[src/rtl/pfc_pkg.sv]
// ============================================================================
// pfc_pkg: shared types, constants and helpers of the Playfair stream cipher
// Holds the request codes, the controller/datapath command and status
// structs, and small square-geometry functions for the 5x5 grid.
// ============================================================================
package pfc_pkg;

  // Grid and alphabet geometry
  localparam int unsigned SqSide   = 5;
  localparam int unsigned SqCells  = SqSide * SqSide;
  localparam int unsigned AlphaLen = 26;

  // Letter codes (A = 0)
  localparam logic [4:0] CodeJ = 5'd9;
  localparam logic [4:0] CodeX = 5'd23;

  // ASCII bounds
  localparam logic [7:0] CharUpA   = 8'h41;
  localparam logic [7:0] CharUpZ   = 8'h5A;
  localparam logic [7:0] CharLoA   = 8'h61;
  localparam logic [7:0] CharLoZ   = 8'h7A;
  localparam logic [7:0] CharSpace = 8'h20;

  // Request codes carried by an input item
  typedef enum logic [1:0] {
    FUNC_KEY    = 2'd0,
    FUNC_FINISH = 2'd1,
    FUNC_MSG    = 2'd2,
    FUNC_END    = 2'd3
  } func_e;

  // Source of an output character
  typedef enum logic [1:0] {
    OSEL_A    = 2'd0,
    OSEL_B    = 2'd1,
    OSEL_CHAR = 2'd2
  } osel_e;

  // Controller -> datapath commands
  typedef struct packed {
    logic  in_ready;
    logic  key_add;
    logic  walk_clr;
    logic  walk_add;
    logic  set_finished;
    logic  hold_set;
    logic  hold_clr;
    logic  pos_rd;
    logic  sq_rd;
    logic  out_load;
    osel_e out_sel;
    logic  out_status;
    logic  out_last;
  } pfc_cmd_t;

  // Datapath -> controller status
  typedef struct packed {
    logic  in_accept;
    func_e func;
    logic  is_letter;
    logic  is_skip;
    logic  same_held;
    logic  held_valid;
    logic  key_finished;
    logic  walk_last;
    logic  out_free;
  } pfc_sts_t;

  function automatic logic is_alpha(input logic [7:0] c);
    return ((c >= CharUpA) && (c <= CharUpZ)) || ((c >= CharLoA) && (c <= CharLoZ));
  endfunction

  function automatic logic [4:0] alpha_code(input logic [7:0] c);
    logic [7:0] d;
    d = (c >= CharLoA) ? (c - CharLoA) : (c - CharUpA);
    return d[4:0];
  endfunction

  // Row of a cell, by compare chain (cell / 5)
  function automatic logic [2:0] cell_row(input logic [4:0] p);
    logic [2:0] r;
    if (p >= 5'd20)      r = 3'd4;
    else if (p >= 5'd15) r = 3'd3;
    else if (p >= 5'd10) r = 3'd2;
    else if (p >= 5'd5)  r = 3'd1;
    else                 r = 3'd0;
    return r;
  endfunction

  // Cell number from row and column (row * 5 + col)
  function automatic logic [4:0] cell_index(input logic [2:0] r, input logic [2:0] c);
    logic [4:0] r5;
    r5 = {2'b00, r};
    return (r5 << 2) + r5 + {2'b00, c};
  endfunction

  function automatic logic [2:0] cell_col(input logic [4:0] p);
    logic [4:0] d;
    d = p - cell_index(cell_row(p), 3'd0);
    return d[2:0];
  endfunction

  // Move one place along a row or column, wrapping at the edge
  function automatic logic [2:0] wrap_step(input logic [2:0] v, input logic dec);
    logic [2:0] n;
    if (dec) n = (v == 3'd0) ? 3'(SqSide - 1) : (v - 3'd1);
    else     n = (v == 3'(SqSide - 1)) ? 3'd0 : (v + 3'd1);
    return n;
  endfunction

endpackage

[src/rtl/pfc_intf.sv]
// ============================================================================
// pfc_intf: valid/ready channel interfaces of the Playfair stream cipher
// Request channel, result channel and configuration write channel.
// ============================================================================

// Request item: function code and character
interface pfc_in_if;
  logic       valid;
  logic       ready;
  logic [1:0] func;
  logic [7:0] char_in;
  modport source (output valid, output func, output char_in, input ready);
  modport sink   (input valid, input func, input char_in, output ready);
endinterface

// Result item: character, status and last-of-item flag
interface pfc_out_if;
  logic       valid;
  logic       ready;
  logic [7:0] out_char;
  logic       status;
  logic       last;
  modport source (output valid, output out_char, output status, output last, input ready);
  modport sink   (input valid, input out_char, input status, input last, output ready);
endinterface

// Configuration write: mode bit
interface pfc_cfg_if;
  logic valid;
  logic ready;
  logic decrypt_mode;
  modport source (output valid, output decrypt_mode, input ready);
  modport sink   (input valid, input decrypt_mode, output ready);
endinterface

[src/rtl/playfair_cipher_stream.sv]
// ============================================================================
// playfair_cipher_stream: streaming Playfair cipher over a 5x5 square
// Builds the square from key items, then turns message items into digraphs
// and ciphers them by the row, column and rectangle rules.
// ============================================================================
// Usage:
//   in_i   : request items {func, char_in}. Key characters first, then a
//            finish item, then message characters and an end-of-message item.
//   out_o  : result items {out_char, status, last}; last marks the final
//            result that one request item causes (up to three per item).
//   cfg_i  : decrypt_mode write, always ready; write only while idle.
// Sequence: a key character is added to the square; an invalid key
// character gives an error result; a message letter may be held; a
// digraph reads the letter position memory, then the square memory, through
// their registered read ports and emits two results in turn; a flushed symbol
// follows its digraph. The first finish, explicit or implied by the first
// message or end item, walks the alphabet once.
// Reset clears the key, the held letter and the mode; the square is rebuilt
// from the next key items. A stalled receiver holds the result in the output
// register and the sequencer waits; the next request is taken as soon as the
// last result of the current one is in that register.
// ============================================================================
module playfair_cipher_stream
  import pfc_pkg::*;
(
  input  logic       clk_i,
  input  logic       rst_ni,
  pfc_in_if.sink     in_i,
  pfc_out_if.source  out_o,
  pfc_cfg_if.sink    cfg_i
);

  pfc_cmd_t cmd;
  pfc_sts_t sts;

  // sequencer
  pfc_ctrl u_ctrl (
    .clk_i  (clk_i),
    .rst_ni (rst_ni),
    .sts_i  (sts),
    .cmd_o  (cmd)
  );

  // tables and cipher logic
  pfc_datapath u_datapath (
    .clk_i  (clk_i),
    .rst_ni (rst_ni),
    .cmd_i  (cmd),
    .sts_o  (sts),
    .in_i   (in_i),
    .out_o  (out_o),
    .cfg_i  (cfg_i)
  );

endmodule

[src/rtl/pfc_ctrl.sv]
// ============================================================================
// pfc_ctrl: sequencing state machine of the Playfair stream cipher
// Dispatches each item, runs the key-finish walk, orders the table reads
// of a digraph and emits up to three results through the output register.
// ============================================================================
module pfc_ctrl
  import pfc_pkg::*;
(
  input  logic     clk_i,
  input  logic     rst_ni,
  input  pfc_sts_t sts_i,
  output pfc_cmd_t cmd_o
);

  localparam logic [3:0] S_IDLE     = 4'd0;
  localparam logic [3:0] S_DISPATCH = 4'd1;
  localparam logic [3:0] S_WALK     = 4'd2;
  localparam logic [3:0] S_MSG      = 4'd3;
  localparam logic [3:0] S_POS      = 4'd4;
  localparam logic [3:0] S_EMIT_A   = 4'd5;
  localparam logic [3:0] S_EMIT_B   = 4'd6;
  localparam logic [3:0] S_EMIT_SYM = 4'd7;
  localparam logic [3:0] S_EMIT_ERR = 4'd8;

  logic [3:0] state_q, state_d;
  logic       sym_after;

  // a message symbol follows its flushed pair
  assign sym_after = (sts_i.func == FUNC_MSG) && !sts_i.is_letter;

  // next state and commands
  always_comb begin
    cmd_o   = '0;
    state_d = state_q;
    unique case (state_q)
      S_IDLE: begin
        cmd_o.in_ready = 1'b1;
        if (sts_i.in_accept) state_d = S_DISPATCH;
      end
      S_DISPATCH: begin
        unique case (sts_i.func)
          FUNC_KEY: begin
            if (sts_i.key_finished) begin
              state_d = S_IDLE;
            end else if (!sts_i.is_letter) begin
              state_d = S_EMIT_ERR;
            end else begin
              cmd_o.key_add = 1'b1;
              state_d       = S_IDLE;
            end
          end
          FUNC_FINISH: begin
            if (sts_i.key_finished) begin
              state_d = S_IDLE;
            end else begin
              cmd_o.walk_clr = 1'b1;
              state_d        = S_WALK;
            end
          end
          FUNC_MSG, FUNC_END: begin
            if (sts_i.key_finished) begin
              state_d = S_MSG;
            end else begin
              cmd_o.walk_clr = 1'b1;
              state_d        = S_WALK;
            end
          end
        endcase
      end
      // append the unused letters, one per cycle
      S_WALK: begin
        cmd_o.walk_add = 1'b1;
        if (sts_i.walk_last) begin
          cmd_o.set_finished = 1'b1;
          state_d = (sts_i.func == FUNC_FINISH) ? S_IDLE : S_MSG;
        end
      end
      // digraph building
      S_MSG: begin
        if (sts_i.func == FUNC_MSG) begin
          if (sts_i.is_skip) begin
            state_d = S_IDLE;
          end else if (sts_i.is_letter) begin
            if (!sts_i.held_valid) begin
              cmd_o.hold_set = 1'b1;
              state_d        = S_IDLE;
            end else begin
              cmd_o.pos_rd   = 1'b1;
              cmd_o.hold_clr = !sts_i.same_held;
              state_d        = S_POS;
            end
          end else if (sts_i.held_valid) begin
            cmd_o.pos_rd   = 1'b1;
            cmd_o.hold_clr = 1'b1;
            state_d        = S_POS;
          end else begin
            state_d = S_EMIT_SYM;
          end
        end else if (sts_i.held_valid) begin
          cmd_o.pos_rd   = 1'b1;
          cmd_o.hold_clr = 1'b1;
          state_d        = S_POS;
        end else begin
          state_d = S_IDLE;
        end
      end
      S_POS: begin
        cmd_o.sq_rd = 1'b1;
        state_d     = S_EMIT_A;
      end
      S_EMIT_A: begin
        if (sts_i.out_free) begin
          cmd_o.out_load = 1'b1;
          cmd_o.out_sel  = OSEL_A;
          state_d        = S_EMIT_B;
        end
      end
      S_EMIT_B: begin
        if (sts_i.out_free) begin
          cmd_o.out_load = 1'b1;
          cmd_o.out_sel  = OSEL_B;
          cmd_o.out_last = !sym_after;
          state_d        = sym_after ? S_EMIT_SYM : S_IDLE;
        end
      end
      S_EMIT_SYM: begin
        if (sts_i.out_free) begin
          cmd_o.out_load = 1'b1;
          cmd_o.out_sel  = OSEL_CHAR;
          cmd_o.out_last = 1'b1;
          state_d        = S_IDLE;
        end
      end
      S_EMIT_ERR: begin
        if (sts_i.out_free) begin
          cmd_o.out_load   = 1'b1;
          cmd_o.out_sel    = OSEL_CHAR;
          cmd_o.out_status = 1'b1;
          cmd_o.out_last   = 1'b1;
          state_d          = S_IDLE;
        end
      end
      default: state_d = S_IDLE;
    endcase
  end

  // state register
  always_ff @(posedge clk_i or negedge rst_ni) begin
    if (!rst_ni) begin
      state_q <= S_IDLE;
    end else begin
      state_q <= state_d;
    end
  end

endmodule

[src/rtl/pfc_datapath.sv]
// ============================================================================
// pfc_datapath: tables, held letter and digraph logic of the Playfair cipher
// Square and letter-position memories, fill state, item capture, the
// row/column/rectangle rules and the output register.
// ============================================================================
module pfc_datapath
  import pfc_pkg::*;
(
  input  logic            clk_i,
  input  logic            rst_ni,
  input  pfc_cmd_t        cmd_i,
  output pfc_sts_t        sts_o,
  pfc_in_if.sink          in_i,
  pfc_out_if.source       out_o,
  pfc_cfg_if.sink         cfg_i
);

  // captured item
  func_e      func_q;
  logic [7:0] char_q;
  logic [4:0] code_q;
  logic       letter_q;

  // key state
  logic [AlphaLen-1:0] present_q;
  logic [4:0]          fill_q;
  logic                finished_q;
  logic [4:0]          walk_q;
  logic                decrypt_q;

  // held letter
  logic       held_valid_q;
  logic [4:0] held_q;

  // memories and their registered read data
  logic [4:0] sq_mem  [SqCells];
  logic [4:0] pos_mem [AlphaLen];
  logic [4:0] pos_a_q, pos_b_q;
  logic [4:0] sq_a_q, sq_b_q;

  // output register
  logic       out_valid_q;
  logic [7:0] out_char_q;
  logic       out_status_q;
  logic       out_last_q;

  logic       accept;
  logic [4:0] add_code;
  logic       add_ok;
  logic [4:0] pair_b;
  logic [2:0] ra, ca, rb, cb;
  logic [4:0] na, nb;
  logic [7:0] load_char;

  assign in_i.ready  = cmd_i.in_ready;
  assign accept      = in_i.valid && cmd_i.in_ready;
  assign cfg_i.ready = 1'b1;

  // status to controller
  assign sts_o.in_accept    = accept;
  assign sts_o.func         = func_q;
  assign sts_o.is_letter    = letter_q;
  assign sts_o.is_skip      = (char_q == CharSpace) || (letter_q && (code_q == CodeJ));
  assign sts_o.same_held    = (code_q == held_q);
  assign sts_o.held_valid   = held_valid_q;
  assign sts_o.key_finished = finished_q;
  assign sts_o.walk_last    = (walk_q == 5'(AlphaLen - 1));
  assign sts_o.out_free     = !out_valid_q || out_o.ready;

  // letter insertion into the square, from a key item or the finish walk
  assign add_code = cmd_i.walk_add ? walk_q : code_q;
  assign add_ok   = (cmd_i.key_add || cmd_i.walk_add) && (add_code != CodeJ) &&
                    !present_q[add_code] && (fill_q < 5'(SqCells));

  // partner of the held letter: the new letter, else padding X
  assign pair_b = ((func_q == FUNC_MSG) && letter_q && (code_q != held_q)) ? code_q : CodeX;

  // row / column / rectangle rules on the looked-up cells
  always_comb begin
    ra = cell_row(pos_a_q);
    ca = cell_col(pos_a_q);
    rb = cell_row(pos_b_q);
    cb = cell_col(pos_b_q);
    if (ra == rb) begin
      na = cell_index(ra, wrap_step(ca, decrypt_q));
      nb = cell_index(rb, wrap_step(cb, decrypt_q));
    end else if (ca == cb) begin
      na = cell_index(wrap_step(ra, decrypt_q), ca);
      nb = cell_index(wrap_step(rb, decrypt_q), cb);
    end else begin
      na = cell_index(ra, cb);
      nb = cell_index(rb, ca);
    end
  end

  // output character select
  always_comb begin
    unique case (cmd_i.out_sel)
      OSEL_A:  load_char = CharUpA + {3'b000, sq_a_q};
      OSEL_B:  load_char = CharUpA + {3'b000, sq_b_q};
      default: load_char = char_q;
    endcase
  end

  // item capture
  always_ff @(posedge clk_i) begin
    if (accept) begin
      func_q   <= func_e'(in_i.func);
      char_q   <= in_i.char_in;
      code_q   <= alpha_code(in_i.char_in);
      letter_q <= is_alpha(in_i.char_in);
    end
  end

  // memories: one write port, two registered read ports each
  always_ff @(posedge clk_i) begin
    if (add_ok) begin
      sq_mem[fill_q]    <= add_code;
      pos_mem[add_code] <= fill_q;
    end
    if (cmd_i.pos_rd) begin
      pos_a_q <= pos_mem[held_q];
      pos_b_q <= pos_mem[pair_b];
    end
    if (cmd_i.sq_rd) begin
      sq_a_q <= sq_mem[na];
      sq_b_q <= sq_mem[nb];
    end
  end

  // key, held-letter and mode state
  always_ff @(posedge clk_i or negedge rst_ni) begin
    if (!rst_ni) begin
      present_q    <= '0;
      fill_q       <= '0;
      finished_q   <= 1'b0;
      walk_q       <= '0;
      decrypt_q    <= 1'b0;
      held_valid_q <= 1'b0;
      held_q       <= '0;
    end else begin
      if (cfg_i.valid) decrypt_q <= cfg_i.decrypt_mode;
      if (add_ok) begin
        present_q[add_code] <= 1'b1;
        fill_q              <= fill_q + 5'd1;
      end
      if (cmd_i.walk_clr)          walk_q <= '0;
      else if (cmd_i.walk_add)     walk_q <= walk_q + 5'd1;
      if (cmd_i.set_finished)      finished_q <= 1'b1;
      if (cmd_i.hold_set) begin
        held_valid_q <= 1'b1;
        held_q       <= code_q;
      end else if (cmd_i.hold_clr) begin
        held_valid_q <= 1'b0;
      end
    end
  end

  // output register
  always_ff @(posedge clk_i or negedge rst_ni) begin
    if (!rst_ni) begin
      out_valid_q <= 1'b0;
    end else if (cmd_i.out_load) begin
      out_valid_q <= 1'b1;
    end else if (out_o.ready) begin
      out_valid_q <= 1'b0;
    end
  end

  always_ff @(posedge clk_i) begin
    if (cmd_i.out_load) begin
      out_char_q   <= load_char;
      out_status_q <= cmd_i.out_status;
      out_last_q   <= cmd_i.out_last;
    end
  end

  assign out_o.valid    = out_valid_q;
  assign out_o.out_char = out_char_q;
  assign out_o.status   = out_status_q;
  assign out_o.last     = out_last_q;

  // checks
  a_fill_bound: assert property (@(posedge clk_i) disable iff (!rst_ni)
    fill_q <= 5'(SqCells))
    else $error("square fill count beyond grid");

  a_finish_full: assert property (@(posedge clk_i) disable iff (!rst_ni)
    finished_q |-> (fill_q == 5'(SqCells)))
    else $error("key finished with square not full");

  a_no_overwrite: assert property (@(posedge clk_i) disable iff (!rst_ni)
    cmd_i.out_load |-> (!out_valid_q || out_o.ready))
    else $error("output register overwritten while stalled");

  a_held_not_j: assert property (@(posedge clk_i) disable iff (!rst_ni)
    held_valid_q |-> (held_q != CodeJ))
    else $error("held letter is J");

endmodule

[src/flat_wrapper.sv]
// flat-port wrapper written by rule: the top's interface ports become plain ports
module playfair_cipher_stream_flat import pfc_pkg::*;
  (clk_i, rst_ni, in_i_valid, in_i_func, in_i_char_in, in_i_ready, out_o_valid, out_o_out_char, out_o_status, out_o_last, out_o_ready, cfg_i_valid, cfg_i_decrypt_mode, cfg_i_ready);
  pfc_in_if in_i_i ();
  pfc_out_if out_o_i ();
  pfc_cfg_if cfg_i_i ();
  input  logic clk_i;
  input  logic rst_ni;
  input wire logic [$bits(in_i_i.valid)-1:0] in_i_valid;
  input wire logic [$bits(in_i_i.func)-1:0] in_i_func;
  input wire logic [$bits(in_i_i.char_in)-1:0] in_i_char_in;
  output wire logic [$bits(in_i_i.ready)-1:0] in_i_ready;
  output wire logic [$bits(out_o_i.valid)-1:0] out_o_valid;
  output wire logic [$bits(out_o_i.out_char)-1:0] out_o_out_char;
  output wire logic [$bits(out_o_i.status)-1:0] out_o_status;
  output wire logic [$bits(out_o_i.last)-1:0] out_o_last;
  input wire logic [$bits(out_o_i.ready)-1:0] out_o_ready;
  input wire logic [$bits(cfg_i_i.valid)-1:0] cfg_i_valid;
  input wire logic [$bits(cfg_i_i.decrypt_mode)-1:0] cfg_i_decrypt_mode;
  output wire logic [$bits(cfg_i_i.ready)-1:0] cfg_i_ready;
  assign in_i_i.valid = in_i_valid;
  assign in_i_i.func = in_i_func;
  assign in_i_i.char_in = in_i_char_in;
  assign in_i_ready = in_i_i.ready;
  assign out_o_valid = out_o_i.valid;
  assign out_o_out_char = out_o_i.out_char;
  assign out_o_status = out_o_i.status;
  assign out_o_last = out_o_i.last;
  assign out_o_i.ready = out_o_ready;
  assign cfg_i_i.valid = cfg_i_valid;
  assign cfg_i_i.decrypt_mode = cfg_i_decrypt_mode;
  assign cfg_i_ready = cfg_i_i.ready;
  playfair_cipher_stream u_core (.clk_i(clk_i), .rst_ni(rst_ni), .in_i(in_i_i), .out_o(out_o_i), .cfg_i(cfg_i_i));
endmodule
[config.mk]
export PLATFORM = sky130hd
export DESIGN_NAME = playfair_cipher_stream_flat
export DESIGN_NICKNAME = d
export VERILOG_FILES = /design/src/rtl/pfc_pkg.sv /design/src/rtl/pfc_intf.sv /design/src/rtl/playfair_cipher_stream.sv /design/src/rtl/pfc_ctrl.sv /design/src/rtl/pfc_datapath.sv /design/src/flat_wrapper.sv
export SDC_FILE = /design/constraint.sdc
export NUM_CORES = 1
export LEC_CHECK = 0
export BUFFER_PORTS_ARGS = -buffer_cell sky130_fd_sc_hd__buf_4
export CORE_ASPECT_RATIO = 1.2
export CORE_MARGIN = 2
export CORE_UTILIZATION = 60
export CTS_BUF_LIST = sky130_fd_sc_hd__clkbuf_16
export CTS_CLUSTER_SIZE = 12
export DETAILED_ROUTE_END_ITERATION = 12
export GPL_TIMING_DRIVEN = 0
export PLACE_DENSITY = 0.76
export SLEW_MARGIN = 10
export SYNTH_ARGS = -nofsm -noshare
export SYNTH_HDL_FRONTEND = slang
export SYNTH_SLANG_ARGS = --single-unit
[constraint.sdc]
create_clock -name clk_i -period 7.15 [get_ports clk_i]
set_input_delay 0.715 -clock clk_i [delete_from_list [all_inputs] [get_ports clk_i]]
set_output_delay 0.715 -clock clk_i [all_outputs]
set_load 0.03 [all_outputs]
# Yosys cells after proc, flatten, opt, wreduce, memory -nomap -nowiden

Memories as Yosys holds them, arrays and structs flattened. A register that Yosys moved wholly into a read port is not among the register bits.
Cells that the tools add are included.

Bitwise gates (word level): 1
Reduce and logical (&&, ||, !) cells: 34
Mux-type cells: 91
$add $sub $neg: 26
$lt $le $gt $ge: 15
Eq/ne operators: 29

Operator list:

| kind                  | number |
|---|---|
| $mux W3               | 27 |
| $add A5 B3 Y5         | 10 |
| $mux W5               | 10 |
| $mux W4               | 10 |
| $pmux W4 S8           | 1 |
| $mux W2               | 13 |
| $or A26 B26 Y26       | 1 |
| $mux W1               | 24 |
| $ge A5 B4 Y1 const B  | 4 |
| $add A7 B5 Y8 const A | 2 |
| $eq A4 B3 Y1 const B  | 4 |
| $ge A8 B7 Y1 const B  | 2 |
| $le A8 B7 Y1 const B  | 2 |
| $pmux W8 S2           | 1 |
| $add A3 B1 Y3 const B | 4 |
| $eq A3 B3 Y1 const B  | 4 |
| $logic_not A3 Y1      | 4 |
| $pmux W3 S4           | 1 |
| $pmux W4 S3           | 1 |
| $sub A3 B1 Y3 const B | 4 |
| $logic_and A1 B1 Y1   | 11 |
| $add A5 B1 Y5 const B | 2 |
| $ge A5 B3 Y1 const B  | 2 |
| $ge A5 B5 Y1 const B  | 2 |
| 30 further kinds      | 50 |

Word-level logic and storage cells: 214
Register bits after elaboration: 75
RAM bits: 255
Output and inout bits: 13
Input port bits: 16
Memories kept: 2

Memories:

| name                      | depth | width | read ports | clocked after memory_dff | write ports | line               | text |
|---|---|---|---|---|---|---|---|
| u_core.u_datapath.pos_mem | 26    | 5     | 2          | 2                        | 1           | pfc_datapath.sv:37 | `logic [4:0] pos_mem [AlphaLen];` |
| u_core.u_datapath.sq_mem  | 25    | 5     | 2          | 2                        | 1           | pfc_datapath.sv:36 | `logic [4:0] sq_mem [SqCells];` |

# Longest topological paths before layout

Gate-level depths: netlist of run 1.

Depth after elaboration: 14
Mapped depth: 25
Depth with buffers taken out: 25

# Hierarchy

Synthesis of run 1 repeated with hierarchy kept, for this count alone.

Cells, all modules: 1,566
Area total of the unflattened synthesis: 18,721.7 um2

Modules (own cells, without submodules):

| module       | instances | area each (um2) | seq. area each (um2) | cells an instance |
|---|---|---|---|---|
| pfc_datapath | 1         | 18,232.5        | 10,139.7             | 1,497 |
| pfc_ctrl     | 1         | 489.2           | 100.1                | 69 |

# Worst setup path before layout of run 1

Ideal clock, no wire load.

Path kind: register to register
From: reg u_core.u_datapath.pos_a_q[1] (read register of u_core.u_datapath.pos_mem)
To: reg u_core.u_datapath.sq_a_q[3] (read register of u_core.u_datapath.sq_mem) (data pin)
Required time: 6,887 ps
Library setup time: 263 ps
Path buffers: 1
Arrival: 4,820 ps
Cell stages (with the launch flop): 24
Path slack: 2,067 ps
Cells stage by stage: edfxtp_1 > nor2_1 > o21ai_1 > a221oi_1 > inv_1 > nand2_1 > inv_1 > ha_1 > inv_1 > fa_1 > inv_1 > ha_1 > ha_1 > nor2b_1 > a211oi_1 > ha_1 > fa_1 > xor2_1 > clkbuf_1 > mux4_2 > a21oi_1 > nand2_1 > o22ai_1 > nor4_2

Longest elaborated chain between the ends: 14
Elaborated cells between the ends (all ways): 35
Classes of those cells: add/sub: 10; order compare: 4; eq/ne: 4; mux: 15; reduce/logical: 2

RTL lines:

| what                                                                  | line               | text |
|---|---|---|
| start: declaration                                                    | pfc_datapath.sv:38 | `logic [4:0] pos_a_q, pos_b_q;` |
| parallel branches: the longest is 13 deep, another holds $ge A5 B3 Y1 | n/a                |  |
| $mux W5 (*)                                                           | pfc_datapath.sv:84 | `if (ra == rb) begin` |
| end: declaration                                                      | pfc_datapath.sv:39 | `logic [4:0] sq_a_q, sq_b_q;` |

Mark *: on every way between the ends. The select of a mux whose other input is x is not followed.
A chain may end at the register's enable or synchronous reset.

# Final worst setup path of run 1

From: reg u_core.u_datapath.pos_b_q[1] (read register of u_core.u_datapath.pos_mem)
To: reg u_core.u_datapath.sq_b_q[1] (read register of u_core.u_datapath.sq_mem) (data pin)

Longest elaborated chain between the ends: 14
Elaborated cells between the ends (all ways): 35
Classes of those cells: add/sub: 10; order compare: 4; eq/ne: 4; mux: 15; reduce/logical: 2

RTL lines:

| what                                                                  | line |
|---|---|
| start: declaration                                                    | pfc_datapath.sv:38 |
| parallel branches: the longest is 13 deep, another holds $ge A5 B3 Y1 | n/a |
| $mux W5 (*)                                                           | pfc_datapath.sv:84 |
| end: declaration                                                      | pfc_datapath.sv:39 |

Marked as above.

==> tab_implementation.tex, run 1 <==
\begin{tabular}{lr}
\hline
Metric & Value \\
\hline
\multicolumn{2}{l}{\textbf{Clocking}} \\
Source-to-sink clock delay at the later pin of the worst-skew pair & about 540 ps \\
Count of buffers added by post-CTS timing repair for setup & 0 \\
Clk root buf & sky130\_fd\_sc\_hd\_\_clkbuf\_16 \\
Cts bufs inserted & 37 \\
TritonCTS clock tree & built \\
Number of H-tree branching levels & 2 \\
Largest buffer count on any clock path & 3 \\
Register clock-pin slew on the reported worst setup and hold paths & around 60 ps \\
Clock net sink count & 350 \\
\multicolumn{2}{l}{\textbf{Timing}} \\
Endpoints failing setup & 0 \\
Timing-limited maximum frequency & 145 MHz \\
Relative slew slack & about 25\% \\
Setup Total Neg Slack & 0 ps \\
Final max-slew violation count & 0 \\
Final number of hold-violating endpoints & 0 \\
Worst-case clock skew & 17.5 ps \\
Post-route worst hold slack & 221 ps \\
Least-Margin Pin Slew & between 1000 and 1500 ps \\
Share of the clock period used by the worst path after layout & 96.6\% \\
Setup repair after global routing missed its margin & false \\
Min Clock Period, post-route & 6900 ps \\
\multicolumn{2}{l}{\textbf{Power and ir drop}} \\
Design internal power & 4.53 mW \\
VDD IR-drop max & $\sim$0.25 mV \\
Power dissipated by switching net loads & 2.90 mW \\
Power density over the cells & 353 nW/um\^{}2 \\
Clock share of power & 23.7\% \\
Switching Fraction & 39.0\% \\
Leakage & 7.39 nW \\
Sequential Power Share & 33.7\% \\
Comb power frac & a little over two fifths \\
\multicolumn{2}{l}{\textbf{Global route}} \\
Wire length of the first global-routing pass & between 80 and 90 mm \\
Maximum number of pins on one net before global-route repair & 50 \\
Remaining global-route overflow & 0 \\
Global Route Usage Sum & about a third \\
GRT met3 Usage & 4.50\% \\
Met1 usage & 38.8\% \\
Met2 track demand over resource in global routing & 55.6\% \\
GR peak layer & met2 \\
Antenna violations before repair & 0 \\
Vias in the first global route & around 14000 \\
\multicolumn{2}{l}{\textbf{Yosys}} \\
Register bit count reported by yosys & 350 \\
Count of warnings emitted by yosys & 0 \\
Mapped Avg Cell Area & 11.7 sq um \\
Sequential element share of the synthesized area & 53.6\% \\
Most used DFF post-synth & sky130\_fd\_sc\_hd\_\_edfxtp\_1 \\
Number of synthesized flops with an enable pin & 301 \\
Post-Synthesis Cells & 1633 \\
Fraction of registers with async set/reset & 14.0\% \\
Count of cell types in the netlist & 77 \\
Netlist area before placement & about 19000 sq um \\
\multicolumn{2}{l}{\textbf{Cells and area}} \\
Layout Cells excl Fill & 2130 \\
Fraction of final layout cells sized beyond drive strength 1 & approximately 16\% \\
Number of diodes & 0 \\
Synth-to-layout area growth & 9.82\% \\
Final layout net count & 1775 \\
Final Instance Area & approximately 21000 sq um \\
Layout Utilization & 67.1\% \\
\multicolumn{2}{l}{\textbf{Place}} \\
Global placement routability congestion & 1.06 \\
Post-detailed-placement half-perimeter wirelength & around 38 mm \\
Post-placement cell count & around 2100 \\
Placed Area & 19900 sq um \\
I/O Buffers & 27 \\
\multicolumn{2}{l}{\textbf{Floorplanning}} \\
Die Width & 167 um \\
Effective utilization at floorplan & 61.1\% \\
Chip Height & between 150 and 200 um \\
Placeable Area & 31400 sq um \\
Core Rows & 71 \\
Die Footprint & 33400 sq um \\
Total I/O pin count & 29 \\
\multicolumn{2}{l}{\textbf{Setup path}} \\
Worst endpoint required time & 7380 ps \\
Critical path peak fanout & 10 \\
CP startpoint kind & flop \\
Max incr delay on CP & 650 ps \\
CP arrival & 7130 ps \\
CP Cell Sequence & nor2\_1, o21ai\_1, a221oi\_1, inv\_1, nand2\_1, inv\_1, ha\_1, inv\_1, fa\_1, or3b\_2, and2\_0, inv\_1, xnor2\_1, a21oi\_1, ha\_1, fa\_1, o21ai\_1, buf\_2, buf\_2, nand2\_1, a22oi\_1, o22ai\_1, nor4\_1 \\
Element type at the critical path end & flop \\
Register-to-register setup slack & 250 ps \\
Cell repeated most along the worst path & sky130\_fd\_sc\_hd\_\_inv\_1 \\
Setup CP Type & flop to flop \\
Slowest cell on the critical path & sky130\_fd\_sc\_hd\_\_nor4\_1 \\
\multicolumn{2}{l}{\textbf{Hold path}} \\
Worst Hold Class & primary input to async pin \\
\multicolumn{2}{l}{\textbf{Routing}} \\
\# DRC & 0 \\
Average routed wire per standard cell & about 25 um \\
DRT Wirelength & 53.4 mm \\
Post-DRT Antenna Nets & 0 \\
Via density per instance & 6.73 \\
Vias & 14300 \\
1st-iter DRT viols & 1848 \\
First-pass iteration count of the detailed router & 7 \\
\multicolumn{2}{l}{\textbf{Job}} \\
Max\_cap viols & 0 \\
\multicolumn{2}{l}{\textbf{Run status}} \\
Status & finished clean \\
\hline
\end{tabular}
[synth_stat cells, types with 24 or more instances]
| library cell | n | area [sq um] |
|---|---|---|
| sky130_fd_sc_hd__a21oi_1 | 114 | 571 |
| sky130_fd_sc_hd__a221oi_1 | 26 | 228 |
| sky130_fd_sc_hd__buf_2 | 24 | 120 |
| sky130_fd_sc_hd__clkbuf_1 | 41 | 154 |
| sky130_fd_sc_hd__dfrtp_1 | 49 | 1230 |
| sky130_fd_sc_hd__edfxtp_1 | 301 | 9040 |
| sky130_fd_sc_hd__ha_1 | 45 | 563 |
| sky130_fd_sc_hd__inv_1 | 51 | 191 |
| sky130_fd_sc_hd__mux2_2 | 36 | 405 |
| sky130_fd_sc_hd__mux2i_1 | 68 | 681 |
| sky130_fd_sc_hd__mux4_2 | 52 | 1170 |
| sky130_fd_sc_hd__nand2_1 | 265 | 995 |
| sky130_fd_sc_hd__nand3_1 | 38 | 190 |
| sky130_fd_sc_hd__nor2_1 | 118 | 443 |
| sky130_fd_sc_hd__o21ai_0 | 38 | 190 |
| sky130_fd_sc_hd__or2_2 | 27 | 169 |
| sky130_fd_sc_hd__xnor2_1 | 24 | 210 |
[cells by family after synthesis]
group,Yosys count,synth area share (%)
buf+inv,136,3.21
compound gates,352,12.6
flops,350,53.6
fa+ha+maj,55,3.99
xor+xnor,34,1.56
other cells,2,0.0392
simple gates,545,12.9
mux,159,12.1
[state kept, by name (all words and copies together) (netlist names)]
signal / cells
u_core.u_datapath.held_valid_q: 1
u_core.u_ctrl.state_q: 4
u_core.u_datapath.walk_q: 5
u_core.u_datapath.decrypt_q: 1
u_core.u_datapath.sq_b_q: 5
u_core.u_datapath.out_o.out_char: 8
u_core.u_datapath.sq_a_q: 5
u_core.u_datapath.letter_q: 1
u_core.u_datapath.func_q: 2
u_core.u_datapath.pos_mem: 130
u_core.u_datapath.held_q: 5
u_core.u_datapath.out_o.last: 1
u_core.u_datapath.present_q: 26
u_core.u_datapath.code_q: 5
u_core.u_datapath.char_q: 8
u_core.u_datapath.out_o.status: 1
u_core.u_datapath.finished_q: 1
u_core.u_datapath.pos_b_q: 5
u_core.u_datapath.fill_q: 5
u_core.u_datapath.pos_a_q: 5
u_core.u_datapath.out_o.valid: 1
u_core.u_datapath.sq_mem: 125
[worst paths after layout]
| check | to | startpoint | cells after the start |
|---|---|---|---|
| max | u_core.u_datapath.sq_b_q[1] | u_core.u_datapath.pos_b_q[1] | 23 |
| min | u_core.u_datapath.present_q[23] | rst_ni | 1 |
| max reg2reg | u_core.u_datapath.sq_b_q[1] | u_core.u_datapath.pos_b_q[1] | 23 |
| min reg2reg | u_core.u_datapath.present_q[15] | u_core.u_datapath.present_q[15] | 1 |
| max in group asynchronous | u_core.u_datapath.present_q[5] | rst_ni | 1 |
| min in group clk_i | u_core.u_datapath.func_q[0] | in_i_func[0] | 1 |
[timing repair]
item,4_1_cts,5_1_grt
setup endpoints to repair,0,8
gates resized for setup,0,13
hold buffers,0,0
[power groups by stage]
stage | clock (mW) | sequential (mW) | combinational [mW]
after floorplan | 0 | 2.54 | 2.07
after global placement | 0 | 2.54 | 2.97
after detailed placement | 0 | 2.54 | 3.03
after CTS | 1.77 | 2.50 | 3.05
after global routing | 1.85 | 2.51 | 3.35
final | 1.76 | 2.50 | 3.17
[layout by cell type (no fill, tap or decap), drive strengths merged, types with 12 or more instances in the layout]
master / count
a211oi: 17
a21oi: 116
a221oi: 26
a32oi: 16
buf: 72
clkbuf: 80
dfrtp: 49
edfxtp: 301
ha: 45
inv: 68
mux2: 36
mux2i: 71
mux4: 52
nand2: 265
nand2b: 13
nand3: 38
nand4: 12
nor2: 120
nor4: 14
o21ai: 47
o221ai: 15
o22ai: 20
or2: 29
xnor2: 24
[stage by stage]
stage               power (mW)  worst slack, ps
floorplan                 4.61             2070
global placement          5.51              235
detailed placement        5.58              205
CTS                       7.32              154
global route              7.72             42.2
finish                    7.43              246
[area by class of cell]
cell class / count / area, sq um
fillers: 2355 / 10300
flip-flops and latches: 350 / 10300
multi-input cells: 1151 / 8340
clock buffers: 39 / 976
well taps: 401 / 502
plain buffers: 85 / 428
repair buffers: 28 / 214
inverters: 51 / 191
clock inverters: 25 / 111
[routing by layer]
layer	part of all wire [%]	vias up
li1	-	6309
met1	36	6999
met2	50	825
met3	7.1	195
met4	6.5	0
met5	0	-
[worst max-delay path: cells and delay by family, from the launching register on]
family	cells	cell delay (ps)
AOI/OAI and AO/OA	6	1810
and+or+nand+nor	6	1780
buffers and inverters	6	1320
adders and majority gates	4	1110
DFF	1	500
xor gates and xnor gates	1	90
Power figures use the tool's default switching activity.
==> inputs of run 2 (changes only) <==
CORE_UTILIZATION = 58   (was 60)
PLACE_DENSITY = 0.77   (was 0.76)
clock period = 5.75 ns   (was 7.15 ns; I/O delays follow)
==> run 2 against run 1 <==
Compared with the run above: routed wire length is 2.3% higher; worst setup slack worse by 220 ps; count of clock-buffer cells in the layout is 2 lower; highest routed layer unchanged.
==> tab_implementation.tex, run 2 (synthesized netlist as in run 1, its figures left out) <==
\begin{tabular}{lr}
\hline
Metric & Value \\
\hline
\multicolumn{2}{l}{\textbf{Setup path}} \\
CP arrival & $\sim$6000 ps \\
CP Cell Sequence & nor2\_1, o21ai\_1, a221oi\_2, inv\_1, nand2\_1, inv\_1, ha\_1, inv\_1, fa\_1, ha\_1, ha\_1, nor4\_1, o21ai\_0, o21ai\_4, buf\_6, buf\_4, nand2\_1, a22oi\_1, o22ai\_1, nor4\_4 \\
CP startpoint kind & flop \\
Setup CP Type & flop to flop \\
Element type at the critical path end & flop \\
Slowest cell on the critical path & sky130\_fd\_sc\_hd\_\_nor4\_1 \\
Critical path peak fanout & 10 \\
Max incr delay on CP & 620 ps \\
Worst endpoint required time & 6050 ps \\
\multicolumn{2}{l}{\textbf{Clocking}} \\
Cts bufs inserted & 37 \\
Source-to-sink clock delay at the later pin of the worst-skew pair & 550 ps \\
Clock net sink count & 350 \\
Clk root buf & sky130\_fd\_sc\_hd\_\_clkbuf\_16 \\
Largest buffer count on any clock path & 3 \\
TritonCTS clock tree & built \\
Register clock-pin slew on the reported worst setup and hold paths & roughly 60 ps \\
Number of H-tree branching levels & 2 \\
\multicolumn{2}{l}{\textbf{Routing}} \\
Highest signal layer in the routed design & met4 \\
Length of routed met2 wiring & 27.1 mm \\
1st-iter DRT viols & 1798 \\
Vias & 14700 \\
First-pass iteration count of the detailed router & 7 \\
\# DRC & 0 \\
Via density per instance & 6.79 \\
Detailed-routed wire length on met3 & 4.37 mm \\
DRT Wirelength & 54.6 mm \\
Post-DRT Antenna Nets & 0 \\
Detailed-route wire length on metal 1 & 19.4 mm \\
Average routed wire per standard cell & 25.2 um \\
\multicolumn{2}{l}{\textbf{Cells and area}} \\
Layout Cells excl Fill & 2166 \\
Register with the most flip-flops & u\_core.u\_datapath.pos\_mem \\
Number of flip-flops in the largest register & 130 \\
Final layout net count & 1805 \\
Highest-count cells in the layout ignoring fill and taps & 301 x sky130\_fd\_sc\_hd\_\_edfxtp\_1, 262 x sky130\_fd\_sc\_hd\_\_nand2\_1, 117 x sky130\_fd\_sc\_hd\_\_nor2\_1, 111 x sky130\_fd\_sc\_hd\_\_a21oi\_1 \\
Number of diodes & 0 \\
Final Instance Area & 21800 sq um \\
Synth-to-layout area growth & 13.7\% \\
Commonest non-fill, non-tap cell in the layout & sky130\_fd\_sc\_hd\_\_edfxtp\_1 \\
Fillers & 2295 \\
Top Registers & u\_core.u\_datapath.pos\_mem (130), u\_core.u\_datapath.sq\_mem (125), u\_core.u\_datapath.present\_q (26) \\
Layout Utilization & 67.3\% \\
Fraction of final layout cells sized beyond drive strength 1 & around a fifth \\
\multicolumn{2}{l}{\textbf{Timing}} \\
Endpoints failing setup & 0 \\
Final Worst Setup Slack & 26.5 ps \\
Least-Margin Pin Slew & 1130 ps \\
Min Clock Period, post-route & 5720 ps \\
Final number of hold-violating endpoints & 0 \\
Worst-case clock skew & roughly 31 ps \\
Setup Total Neg Slack & 0 ps \\
Final max-slew violation count & 0 \\
Post-route worst hold slack & around 58 ps \\
Timing-limited maximum frequency & between 150 and 200 MHz \\
Relative slew slack & 24.7\% \\
Setup repair after global routing missed its margin & true \\
Share of the clock period used by the worst path after layout & 99.5\% \\
\multicolumn{2}{l}{\textbf{Run status}} \\
Status & finished clean \\
\multicolumn{2}{l}{\textbf{Floorplanning}} \\
Placeable Area & $\sim$32000 sq um \\
Die Footprint & roughly 34000 sq um \\
Core Rows & approximately 70 \\
Die Width & 170 um \\
Chip Height & 203 um \\
Total I/O pin count & 29 \\
Effective utilization at floorplan & 59.2\% \\
\multicolumn{2}{l}{\textbf{Place}} \\
I/O Buffers & 27 \\
Global placement routability congestion & around 1.1 \\
Post-detailed-placement half-perimeter wirelength & 38.0 mm \\
Post-placement cell count & 2072 \\
Post-Place Setup Slack & -1250 ps \\
Placed Area & 19900 sq um \\
\multicolumn{2}{l}{\textbf{Global route}} \\
Global Route Usage Sum & 31.9\% \\
Vias in the first global route & $\sim$14000 \\
Wire length of the first global-routing pass & between 80 and 90 mm \\
Remaining global-route overflow & 0 \\
Antenna violations before repair & 1 \\
Maximum number of pins on one net before global-route repair & 50 \\
\multicolumn{2}{l}{\textbf{Power and ir drop}} \\
Leakage & 7.64 nW \\
VDD IR-drop max & 0.344 mV \\
Total power of the final layout & 9.73 mW \\
Power density over the cells & 447 nW/um\^{}2 \\
\multicolumn{2}{l}{\textbf{Job}} \\
Max\_cap viols & 0 \\
\multicolumn{2}{l}{\textbf{Hold path}} \\
Worst Hold Class & primary input to async pin \\
\hline
\end{tabular}
## run 2: critical path, delay by kind of cell, from the launching register on
kind	cells	cell delay (ps)
adder cells (fa/ha/maj)	4	1440
flip-flops	1	460
AO/OA/AOI/OAI	6	1480
AND/OR/NAND/NOR	5	1370
buffers and inverters	5	740
## run 2: power by group
group	internal, mW	switching [mW]	total (mW)
combinational	1.67	2.80	4.48
sequential	3.04	0.0767	3.11
clock	1.17	0.970	2.14
## run 2: what timing repair did
item                                    4_1_cts  5_1_grt
cloned                                        0        0
buffers inserted                              5       25
endpoints found under the setup margin       10       10
pin swaps                                     5       28
hold buffers                                  0        0
hold endpoints to repair                      0        0
resized for setup                            75       55
## run 2: area by class of cell
class	count	area (sq um)	area share (%)
tap	407	509	2.34
buffer	85	483	2.22
inverter	51	191	0.879
clock buffer	37	926	4.25
sequential	350	10300	47.1
multi-input combinational	1151	8830	40.5
clock inverter	27	138	0.632
timing repair buffer	58	439	2.02
## run 2: final timing paths
check	slack [ps]	depth (start not counted)	start	to
max reg2reg	30	20	u_core.u_datapath.pos_b_q[1]	u_core.u_datapath.sq_b_q[2]
max	30	20	u_core.u_datapath.pos_b_q[1]	u_core.u_datapath.sq_b_q[2]
min	60	1	rst_ni	u_core.u_datapath.present_q[21]
min reg2reg	460	1	u_core.u_datapath.present_q[16]	u_core.u_datapath.present_q[16]
max in group asynchronous	5150	1	rst_ni	u_core.u_datapath.present_q[10]
min in group clk_i	220	1	in_i_func[0]	u_core.u_datapath.func_q[0]
## run 2: per-layer routing
metal / track usage (%) / up-vias
met5: 0 / -
met4: 19.3 / 0
met3: 4.83 / 229
met2: 54.3 / 880
met1: 38.3 / 7222
li1: - / 6370
==> inputs of run 3 (changes only) <==
SYNTH_HIERARCHICAL = 1   (was default)
==> run 3 against run 2 <==
Compared with the run above: clock power up 6%; total power decreased by 5.9%; combinational power fell by 25%; core utilization is 1.1 points lower; non-clock buffer count fell by 6; sequential share of layout area increased by 1.2 points; critical path depth decreased by 7; final cell count decreased by 3.5%; die area shrank 2.2%; worst hold slack improved by 21 ps; sequential power up 14%; fmax increased by 0.60%; highest routed layer unchanged.
==> tab_implementation.tex, run 3 <==
\begin{tabular}{lr}
\hline
Metric & Value \\
\hline
\multicolumn{2}{l}{\textbf{Run status}} \\
Status & finished clean \\
\multicolumn{2}{l}{\textbf{Setup path}} \\
Setup CP Type & flop to flop \\
Worst endpoint required time & 5920 ps \\
CP startpoint kind & flop \\
CP arrival & 5860 ps \\
Element type at the critical path end & flop \\
Critical path peak fanout & 15 \\
\multicolumn{2}{l}{\textbf{Global route}} \\
Remaining global-route overflow & 0 \\
Global Route Usage Sum & 31.2\% \\
Antenna violations before repair & 0 \\
Wire length of the first global-routing pass & 80.0 mm \\
Vias in the first global route & 13800 \\
Maximum number of pins on one net before global-route repair & 49 \\
\multicolumn{2}{l}{\textbf{Power and ir drop}} \\
Power density over the cells & between 400 and 500 nW/um\^{}2 \\
Total power of the final layout & slightly above 9 mW \\
VDD IR-drop max & 0.409 mV \\
Leakage & roughly 7.8 nW \\
\multicolumn{2}{l}{\textbf{Routing}} \\
1st-iter DRT viols & between 1500 and 2000 \\
Average routed wire per standard cell & 25.2 um \\
Vias & 14000 \\
DRT Wirelength & 52.8 mm \\
Via density per instance & 6.70 \\
Post-DRT Antenna Nets & 0 \\
First-pass iteration count of the detailed router & 6 \\
\# DRC & 0 \\
\multicolumn{2}{l}{\textbf{Clocking}} \\
Source-to-sink clock delay at the later pin of the worst-skew pair & 530 ps \\
Hold buffer count at CTS & 0 \\
Largest buffer count on any clock path & 3 \\
Number of H-tree branching levels & 2 \\
Clock net sink count & approximately 350 \\
TritonCTS clock tree & built \\
Register clock-pin slew on the reported worst setup and hold paths & 60 ps \\
Clk root buf & sky130\_fd\_sc\_hd\_\_clkbuf\_16 \\
Cts bufs inserted & 38 \\
\multicolumn{2}{l}{\textbf{Hold path}} \\
Worst Hold Class & primary input to async pin \\
\multicolumn{2}{l}{\textbf{Yosys}} \\
Most used standard cell by instance count after synthesis & sky130\_fd\_sc\_hd\_\_edfxtp\_1 \\
Count of cell types in the netlist & 88 \\
Fraction of registers with async set/reset & 13.8\% \\
Register bit count reported by yosys & 349 \\
Number of synthesized flops with an enable pin & 301 \\
Post-Synthesis Cells & $\sim$1600 \\
Yosys top cell area share & 48.3\% \\
Count of warnings emitted by yosys & 6 \\
Netlist area before placement & 18700 sq um \\
Most used DFF post-synth & sky130\_fd\_sc\_hd\_\_edfxtp\_1 \\
Ranking of synthesized cells by instance count & 301 x sky130\_fd\_sc\_hd\_\_edfxtp\_1, 199 x sky130\_fd\_sc\_hd\_\_nand2\_1, 105 x sky130\_fd\_sc\_hd\_\_a21oi\_1 \\
Cell accounting for the most synthesized area & sky130\_fd\_sc\_hd\_\_edfxtp\_1 \\
Sequential element share of the synthesized area & between 50\% and 60\% \\
Mapped Avg Cell Area & 12.0 sq um \\
Cell types with the largest area share after synthesis & sky130\_fd\_sc\_hd\_\_edfxtp\_1 48\%, sky130\_fd\_sc\_hd\_\_dfrtp\_1 6.4\%, sky130\_fd\_sc\_hd\_\_mux4\_2 5.8\%, sky130\_fd\_sc\_hd\_\_nand2\_1 4.0\%, sky130\_fd\_sc\_hd\_\_ha\_1 3.0\% \\
\multicolumn{2}{l}{\textbf{Cells and area}} \\
Highest-count cells in the layout ignoring fill and taps & 301 x sky130\_fd\_sc\_hd\_\_edfxtp\_1, 199 x sky130\_fd\_sc\_hd\_\_nand2\_1, 101 x sky130\_fd\_sc\_hd\_\_a21oi\_1, 62 x sky130\_fd\_sc\_hd\_\_inv\_1, 57 x sky130\_fd\_sc\_hd\_\_nor2\_1 \\
Layout Cells excl Fill & 2091 \\
Fillers & 2356 \\
Commonest non-fill, non-tap cell in the layout & sky130\_fd\_sc\_hd\_\_edfxtp\_1 \\
Area taken by flip-flops and latches & around 10000 sq um \\
Register with the most flip-flops & u\_core/u\_datapath/pos\_mem \\
Number of diodes & 0 \\
Synth-to-layout area growth & 13.2\% \\
Layout Utilization & 66.3\% \\
Final Instance Area & 21200 sq um \\
Top Registers & u\_core/u\_datapath/pos\_mem (130), u\_core/u\_datapath/sq\_mem (125), u\_core/u\_datapath/present\_q (25) \\
Fraction of final layout cells sized beyond drive strength 1 & 20.8\% \\
Final layout net count & 1727 \\
Area of combinational cells with multiple inputs & 8250 sq um \\
Number of flip-flops in the largest register & 130 \\
\multicolumn{2}{l}{\textbf{Floorplanning}} \\
Core Rows & 72 \\
Chip Height & between 200 and 250 um \\
Placeable Area & 32000 sq um \\
Total I/O pin count & 29 \\
Die Footprint & around 34000 sq um \\
Effective utilization at floorplan & 58.5\% \\
Die Width & 168 um \\
\multicolumn{2}{l}{\textbf{Place}} \\
I/O Buffers & 27 \\
Post-detailed-placement half-perimeter wirelength & between 30 and 40 mm \\
Global placement routability congestion & 1.03 \\
Placed Area & $\sim$19000 sq um \\
Post-placement cell count & approximately 2000 \\
Post-Place Setup Slack & -1050 ps \\
\multicolumn{2}{l}{\textbf{Timing}} \\
Final number of hold-violating endpoints & 0 \\
Setup repair after global routing missed its margin & true \\
Endpoints failing setup & 0 \\
Post-route worst hold slack & 78.8 ps \\
Min Clock Period, post-route & approximately 5700 ps \\
Worst-case clock skew & 14.4 ps \\
Share of the clock period used by the worst path after layout & 98.9\% \\
Relative slew slack & 13.2\% \\
Final max-slew violation count & 0 \\
Final Worst Setup Slack & 60.5 ps \\
Least-Margin Pin Slew & about 1300 ps \\
Setup Total Neg Slack & 0 ps \\
Timing-limited maximum frequency & between 150 and 200 MHz \\
\multicolumn{2}{l}{\textbf{Job}} \\
Max\_cap viols & 0 \\
\hline
\end{tabular}
run 3: path summary, 6_finish.rpt:
| kind | end | start | slack, ps | depth (start not counted) |
|---|---|---|---|---|
| min reg2reg | u_core/u_datapath/present_q[2] | u_core/u_datapath/present_q[2] | 470 | 1 |
| max | u_core/u_datapath/pos_mem[10][0] | u_core/u_ctrl/state_q[1] | 60 | 13 |
| min | u_core/u_datapath/present_q[23] | rst_ni | 80 | 1 |
| max in group asynchronous | u_core/u_datapath/fill_q[4] | rst_ni | 5190 | 1 |
| min in group clk_i | u_core/u_datapath/func_q[0] | in_i_func[0] | 230 | 1 |
| max reg2reg | u_core/u_datapath/pos_mem[10][0] | u_core/u_ctrl/state_q[1] | 60 | 13 |
run 3: final cells by class:
| type | count | share of cell area, % |
|---|---|---|
| repair inverters | 2 | 0.0472 |
| well taps | 407 | 2.40 |
| inverters | 61 | 1.13 |
| clock buffers | 39 | 4.61 |
| repair buffers | 44 | 1.56 |
| clock inverters | 29 | 0.827 |
| flip-flops and latches | 349 | 48.3 |
| multi-input cells | 1067 | 39.0 |
| plain buffers | 93 | 2.14 |
run 3: critical path: stages, from the launching register on:
cell and delay, ps:
sky130_fd_sc_hd__dfrtp_1 420, sky130_fd_sc_hd__buf_2 240, sky130_fd_sc_hd__nor2b_1 280, sky130_fd_sc_hd__nor3b_2 440, sky130_fd_sc_hd__mux2i_2 580, sky130_fd_sc_hd__buf_2 410, sky130_fd_sc_hd__clkinvlp_4 450, sky130_fd_sc_hd__nand2_1 180
sky130_fd_sc_hd__nand2_1 70, sky130_fd_sc_hd__a311o_1 340, sky130_fd_sc_hd__a2111oi_1 630, sky130_fd_sc_hd__buf_2 350, sky130_fd_sc_hd__nand3_1 380, sky130_fd_sc_hd__nor2_2 550
run 3: cell families (layout without fill, tap and decap cells):
kind of cell               Yosys count  after routing  share of synthesized area [%]
other                                2              6                         0.0401
AOI/OAI and AO/OA                  364            364                           13.5
buffers and inverters              154            268                           3.56
muxes                              124            124                           10.0
and+or+nand+nor                    484            484                           12.4
xor gates and xnor gates            32             32                           1.54
adders and majority gates           57             57                           4.20
DFF                                349            349                           54.7
run 3: power by group:
group | internal, mW | switching, mW | leakage [nW]
clock network | 1.31 | 0.955 | 0.603
registers | 3.26 | 0.286 | 3.41
logic | 1.26 | 2.08 | 3.79
run 3: metal layers:
layer  up-vias  routed length (um)  global-route usage, %
met5         -                   0                      0
met4         0                3680                   19.1
met3       236                4000                   4.61
met2       792               25700                   52.7
met1      6850               19400                   38.0
li1       6141                   -                      -
run 3: timing repair:
action                     in CTS  in global routing
gates cloned                    1                  1
setup endpoints to repair     286                281
pin swaps                       3                  8
gates resized for setup        51                 66
setup buffers                   1                 16
